$ cat config.mk
export PLATFORM = sky130hd
export DESIGN_NAME = debug_packet_receiver
export DESIGN_NICKNAME = d
export VERILOG_FILES = /design/src/dpr_pkg.sv /design/src/dpr_deframe.sv /design/src/dpr_out_reg.sv /design/src/debug_packet_receiver.sv
export VERILOG_INCLUDE_DIRS = /design/src /design/src/src
export SDC_FILE = /design/constraint.sdc
export NUM_CORES = 1
export LEC_CHECK = 0
export BUFFER_PORTS_ARGS = -buffer_cell sky130_fd_sc_hd__buf_2
export CAP_MARGIN = 15
export CORE_MARGIN = 4
export CORE_UTILIZATION = 60
export DETAILED_ROUTE_END_ITERATION = 8
export PLACE_DENSITY = 0.92
export SLEW_MARGIN = 40
export SYNTH_ARGS = -nofsm -noshare
export SYNTH_HDL_FRONTEND = slang
export SYNTH_HIERARCHICAL = 1
export SYNTH_SLANG_ARGS = --single-unit
$ cat constraint.sdc
create_clock -name i_clk -period 6.8 [get_ports i_clk]
set_input_delay 0.68 -clock i_clk [delete_from_list [all_inputs] [get_ports i_clk]]
set_output_delay 0.68 -clock i_clk [all_outputs]
set_load 0.05 [all_outputs]
$ cat src/debug_packet_receiver_macros.svh
// assertion macros shared by the debug packet receiver modules
// expects i_clk and i_rst_n in the scope of use
`ifndef DEBUG_PACKET_RECEIVER_MACROS_SVH
`define DEBUG_PACKET_RECEIVER_MACROS_SVH

// same-cycle implication, checked outside reset
`define DPR_ASSERT_IMPL(lbl, ante, cons, msg) \
    lbl: assert property (@(posedge i_clk) disable iff (!i_rst_n) (ante) |-> (cons)) \
        else $error(msg);

// next-cycle implication, checked outside reset
`define DPR_ASSERT_NEXT(lbl, ante, cons, msg) \
    lbl: assert property (@(posedge i_clk) disable iff (!i_rst_n) (ante) |=> (cons)) \
        else $error(msg);

`endif

$ cat src/dpr_pkg.sv
// types, character codes and hex decode for the debug packet receiver
// no dependencies
package dpr_pkg;

    localparam logic [6:0] CH_START = 7'h24;  // '$'
    localparam logic [6:0] CH_END   = 7'h23;  // '#'
    localparam logic [6:0] CH_INTR  = 7'h03;
    localparam logic [6:0] CH_ACK   = 7'h2b;  // '+'
    localparam logic [6:0] CH_NAK   = 7'h2d;  // '-'
    localparam logic [3:0] NIB_BAD  = 4'hf;

    typedef enum logic [2:0] {
        K_PAYLOAD = 3'd0,
        K_GOOD    = 3'd1,
        K_BAD     = 3'd2,
        K_INTR    = 3'd3,
        K_LOST    = 3'd4
    } t_kind;

    typedef struct packed {
        logic [7:0] rx_byte;
        logic       link_lost;
    } t_in_item;

    typedef struct packed {
        t_kind      kind;
        logic [6:0] data;
        logic [7:0] computed_sum;
        logic [7:0] received_sum;
    } t_out_item;

    typedef struct packed {
        logic      valid;
        t_out_item item;
    } t_result;

    // raw byte as hex digit, anything else maps to NIB_BAD
    function automatic logic [3:0] hex_nibble(input logic [7:0] c);
        logic [7:0] d;
        d = {4'h0, NIB_BAD};
        if (c inside {[8'h61:8'h66]}) begin
            d = c - 8'h57;
        end else if (c inside {[8'h30:8'h39]}) begin
            d = c - 8'h30;
        end else if (c inside {[8'h41:8'h46]}) begin
            d = c - 8'h37;
        end
        return d[3:0];
    endfunction

endpackage

$ cat src/dpr_deframe.sv
// input register, deframing state machine and checksum accumulation
// depends on dpr_pkg and debug_packet_receiver_macros.svh
`include "debug_packet_receiver_macros.svh"

module dpr_deframe import dpr_pkg::*; (
    input  logic     i_clk,
    input  logic     i_rst_n,
    input  logic     i_in_valid,
    output logic     o_in_ready,
    input  t_in_item i_in_item,
    input  logic     i_res_ready,
    output t_result  o_res
);

    typedef enum logic [1:0] {
        PH_IDLE    = 2'd0,
        PH_PAYLOAD = 2'd1,
        PH_CSUM_HI = 2'd2,
        PH_CSUM_LO = 2'd3
    } t_phase;

    t_phase     r_phase, n_phase;
    logic [7:0] r_sum, n_sum;
    logic [3:0] r_hi, n_hi;
    logic       r_in_valid;
    t_in_item   r_in;
    logic       take;
    logic [6:0] low7;
    logic [7:0] rsum;
    t_result    res;

    assign take       = r_in_valid && i_res_ready;
    assign o_in_ready = !r_in_valid || i_res_ready;
    assign low7       = r_in.rx_byte[6:0];
    assign rsum       = {r_hi, hex_nibble(r_in.rx_byte)};

    always_comb begin
        n_phase = r_phase;
        n_sum   = r_sum;
        n_hi    = r_hi;
        res     = '0;
        if (r_in.link_lost) begin
            n_phase        = PH_IDLE;
            n_sum          = '0;
            n_hi           = '0;
            res.valid      = 1'b1;
            res.item.kind  = K_LOST;
        end else begin
            case (r_phase)
                PH_IDLE: begin
                    if (low7 == CH_START) begin
                        n_sum   = '0;
                        n_phase = PH_PAYLOAD;
                    end else if (low7 == CH_INTR) begin
                        res.valid     = 1'b1;
                        res.item.kind = K_INTR;
                    end
                end
                PH_PAYLOAD: begin
                    if (low7 == CH_END) begin
                        n_phase = PH_CSUM_HI;
                    end else begin
                        n_sum         = r_sum + {1'b0, low7};
                        res.valid     = 1'b1;
                        res.item.kind = K_PAYLOAD;
                        res.item.data = low7;
                    end
                end
                PH_CSUM_HI: begin
                    n_hi    = hex_nibble(r_in.rx_byte);
                    n_phase = PH_CSUM_LO;
                end
                PH_CSUM_LO: begin
                    res.valid             = 1'b1;
                    res.item.kind         = (rsum == r_sum) ? K_GOOD : K_BAD;
                    res.item.data         = (rsum == r_sum) ? CH_ACK : CH_NAK;
                    res.item.computed_sum = r_sum;
                    res.item.received_sum = rsum;
                    n_phase               = PH_IDLE;
                end
                default: begin
                    n_phase = PH_IDLE;
                end
            endcase
        end
    end

    // result only counts when the byte is actually consumed
    always_comb begin
        o_res       = res;
        o_res.valid = res.valid && take;
    end

    always_ff @(posedge i_clk) begin
        if (!i_rst_n) begin
            r_phase    <= PH_IDLE;
            r_sum      <= '0;
            r_hi       <= '0;
            r_in_valid <= 1'b0;
        end else begin
            if (take) begin
                r_phase <= n_phase;
                r_sum   <= n_sum;
                r_hi    <= n_hi;
            end
            if (o_in_ready) begin
                r_in_valid <= i_in_valid;
            end
        end
    end

    always_ff @(posedge i_clk) begin
        if (o_in_ready) begin
            r_in <= i_in_item;
        end
    end

    `DPR_ASSERT_NEXT(a_lost_clears, take && r_in.link_lost,
        r_phase == PH_IDLE && r_sum == 8'h00 && r_hi == 4'h0, "link lost did not clear state")
    `DPR_ASSERT_NEXT(a_hi_to_lo, take && !r_in.link_lost && r_phase == PH_CSUM_HI,
        r_phase == PH_CSUM_LO, "first checksum digit not followed by second")
    `DPR_ASSERT_NEXT(a_stall_holds, r_in_valid && !take,
        r_in_valid && $stable(r_in) && $stable(r_phase), "stalled byte lost or state moved")
    `DPR_ASSERT_IMPL(a_verdict_phase,
        o_res.valid && (o_res.item.kind == K_GOOD || o_res.item.kind == K_BAD),
        r_phase == PH_CSUM_LO && !r_in.link_lost, "verdict outside second checksum digit")

endmodule

$ cat src/dpr_out_reg.sv
// result register toward the consumer side
// depends on dpr_pkg
module dpr_out_reg import dpr_pkg::*; (
    input  logic      i_clk,
    input  logic      i_rst_n,
    input  t_result   i_res,
    output logic      o_res_ready,
    output logic      o_out_valid,
    input  logic      i_out_ready,
    output t_out_item o_out_item
);

    logic      r_valid;
    t_out_item r_item;

    assign o_res_ready = !r_valid || i_out_ready;
    assign o_out_valid = r_valid;
    assign o_out_item  = r_item;

    always_ff @(posedge i_clk) begin
        if (!i_rst_n) begin
            r_valid <= 1'b0;
        end else if (o_res_ready) begin
            r_valid <= i_res.valid;
        end
    end

    always_ff @(posedge i_clk) begin
        if (o_res_ready && i_res.valid) begin
            r_item <= i_res.item;
        end
    end

endmodule

$ cat src/debug_packet_receiver.sv
// debug packet receiver: deframes $payload#hh packets one byte per transfer
// path: a byte's result reaches o_out_valid through the deframer input register, then the output result register
// throughput: one byte per cycle while the output side is ready, set by the phase register and 8-bit adder
// reset (synchronous, i_rst_n low): idle phase, sum and nibble cleared, both registers empty
// depends on dpr_pkg, dpr_deframe and dpr_out_reg
module debug_packet_receiver import dpr_pkg::*; (
    input  logic      i_clk,
    input  logic      i_rst_n,
    input  logic      i_in_valid,
    output logic      o_in_ready,
    input  t_in_item  i_in_item,
    output logic      o_out_valid,
    input  logic      i_out_ready,
    output t_out_item o_out_item
);

    t_result res;
    logic    res_ready;

    dpr_deframe u_deframe (
        .i_clk       (i_clk),
        .i_rst_n     (i_rst_n),
        .i_in_valid  (i_in_valid),
        .o_in_ready  (o_in_ready),
        .i_in_item   (i_in_item),
        .i_res_ready (res_ready),
        .o_res       (res)
    );

    dpr_out_reg u_out_reg (
        .i_clk       (i_clk),
        .i_rst_n     (i_rst_n),
        .i_res       (res),
        .o_res_ready (res_ready),
        .o_out_valid (o_out_valid),
        .i_out_ready (i_out_ready),
        .o_out_item  (o_out_item)
    );

endmodule

==> flow_summary.json <==
{
  "start_util_pct": 63.0,
  "fin_area_um2": 3110,
  "ioPinCount": 41,
  "diodes": 0,
  "cts_tree": "built",
  "via_count": 2005,
  "clk_path_buf_depth": 2,
  "clock_power_share_pct": 32.8,
  "async_reset_ff_share_pct": 0,
  "ctsHoldBuffers": 0,
  "avgSynthCellArea_um2": 11.3,
  "required_ps": 6850,
  "drive_above_1_share_pct": 23.4,
  "core_um2": 4440,
  "grt_overflow": 0,
  "grt_pass1_wl_mm": 8.94,
  "period_minus_slack_ps": 2640,
  "root_buffer": "clkbuf_8",
  "total_power_mw": 0.618,
  "clk_latency_ps": 300,
  "ys_seq_elements": 51,
  "rsz0062_at_grt": "no",
  "wl_mm": 5.28,
  "power-per-cell-area_nw_per_um2": 198,
  "hp-class": "flop to flop",
  "ys_seq_area_share_pct": 49.0,
  "finalHoldViolCount": 0,
  "vias_per_cell": 5.93,
  "setup_viol": 0,
  "die_y_um": 76.3,
  "fmax_mhz": 379,
  "io_buffers": 40,
  "h-tree-depth": 2,
  "grt_usage_pct": 19.1,
  "fin_nets": 315,
  "max_slew_margin_pct": 54.0,
  "fin_ws_ps": 4160,
  "ant_nets": 0,
  "synth_cell_types": 63,
  "dieArea_um2": 5830,
  "yosysTopAreaCell": "edfxtp_1",
  "crit_fanout": 8,
  "fp.dieW_um": 76.3,
  "crit_type": "flop to flop",
  "placed_area_um2": 3000,
  "netlist.area_leader.share_pct": 37.5,
  "finalClockSkew_ps": 6.62,
  "seqPwrFrac_pct": 56.9,
  "gp_congestion": 0.893,
  "grt_max_degree": 27,
  "outcome": "complete, no violations",
  "drv_cap": 0,
  "setup_tns_ps": 0,
  "post_cts_buffers": 0,
  "dpl_worst_slack_ps": 4200,
  "antenna_found_initial": 0,
  "p_leak_nw": 1.33,
  "cts.clk_slew.worst_paths_ps": 90,
  "synth_cells": 247,
  "fin_crit_sh_pct": 38.8,
  "ys_warn_count": 6,
  "wl_per_cell_um": 15.6,
  "drc_errors": 0,
  "postCtsResizedCells": 0,
  "first_pass_iters": 4,
  "arrival_ps": 2690,
  "synth.cell_area_um2": 2800,
  "rows": 24,
  "dpl.hpwl_mm": 3.85,
  "synth_edf_count": 35,
  "p_switching_mw": 0.148,
  "ir_worst_vdd_v": 0.000179,
  "finalMaxSlewViolations": 0,
  "switching_share_pct": 24.0,
  "drt_iter0_drc": 135,
  "comb_power_share_pct": 10.4,
  "worst_pin_slew_ps": 687,
  "final_common_cell": "buf_2",
  "cts-buffers-inserted": 5,
  "synthesis.nets": 277,
  "area_growth_pct": 11.2,
  "crit_path_start_kind": "flop",
  "ys.flop_type": "edfxtp_1",
  "final_cell_mix": "40 x buf_2, 35 x edfxtp_1, 19 x nor2_1",
  "p_int_mw": 0.469,
  "grt_pass1_vias": 1865,
  "cp-end-kind": "flop",
  "yosys-top-cells-area": "edfxtp_1 38%, dfxtp_1 11%, ha_1 7.1%, and2_1 3.3%, nor2_1 2.5%",
  "clock_sink_count": 51
}
## flip-flops by register name (all words and copies together), names as in the netlist
register	cells
u_deframe/low7	7
u_out_reg/o_out_valid	1
u_deframe/r_in	2
u_out_reg/o_out_item	26
u_deframe/r_hi	4
u_deframe/r_in_valid	1
u_deframe/r_sum	8
u_deframe/r_phase	2
## power by group through the flow
stage	sequential (mW)	clock (mW)	combinational (mW)
after floorplan	0.369	0	0.0381
after global placement	0.357	0	0.0624
after detailed placement	0.358	0	0.0636
after CTS	0.351	0.204	0.0640
after global routing	0.353	0.218	0.0698
final	0.351	0.202	0.0640
## final timing paths
kind / startpoint / to / slack (ps) / cells after the start
max: u_deframe/low7[1] / u_out_reg/o_out_item[24] / 4160 / 8
min: u_deframe/r_hi[3] / u_deframe/r_hi[3] / 500 / 2
max reg2reg: u_deframe/low7[1] / u_out_reg/o_out_item[24] / 4160 / 8
min reg2reg: u_deframe/r_hi[3] / u_deframe/r_hi[3] / 500 / 2
## worst max-delay path: stages, from the launching register on
cell and delay (ps):
edfxtp_1 570, inv_1 140, ha_1 250, nor3b_2 180, nor4b_4 340, a31oi_1 130
a311o_1 370, nor4b_4 310, o31ai_1 110
## metal layers
| layer | track usage, % | routed length, µm | vias up |
|---|---|---|---|
| met5 | 0 | 0 | - |
| met4 | 5.80 | 70 | 0 |
| li1 | - | - | 975 |
| met3 | 3.55 | 295 | 8 |
| met2 | 32.1 | 2560 | 71 |
| met1 | 25.3 | 2350 | 951 |
## metrics by stage
| stage | hold WS [ps] | cells | util (%) |
|---|---|---|---|
| final | 495 | 338 | 70.1 |
| after CTS | 497 | 338 | 70.0 |
| after global placement | 481 | 330 | 67.5 |
| after global routing | 544 | 338 | 70.1 |
| after detailed placement | 484 | 330 | 67.5 |
| after floorplan | 461 | 247 | - |
## cells by family after synthesis
group	Yosys count	share of synthesized area (%)
simple gates	86	19.8
compound gates	60	15.5
flops	51	49.0
buf+inv	20	3.80
fa+ha+maj	17	7.86
xor+xnor	11	3.44
mux	2	0.715
## layout make-up
cell class / instances / area (µm²)
Inverter: 11 / 41.3
Timing Repair Buffer: 40 / 200
Multi-Input combinational cell: 176 / 1330
Sequential cell: 51 / 1370
Fill cell: 319 / 1330
Tap cell: 52 / 65.1
Clock inverter: 3 / 38.8
Clock buffer: 5 / 68.8
## Yosys cell counts (all sizes together), types with 6 or more instances
cell type	instances
and2	17
dfxtp	16
inv	11
a21boi	9
nor2b	6
ha	16
nor2	19
a21oi	10
edfxtp	35
o21ai	9
xor2	6
nand2	12
(Power assumes the default switching activity.)
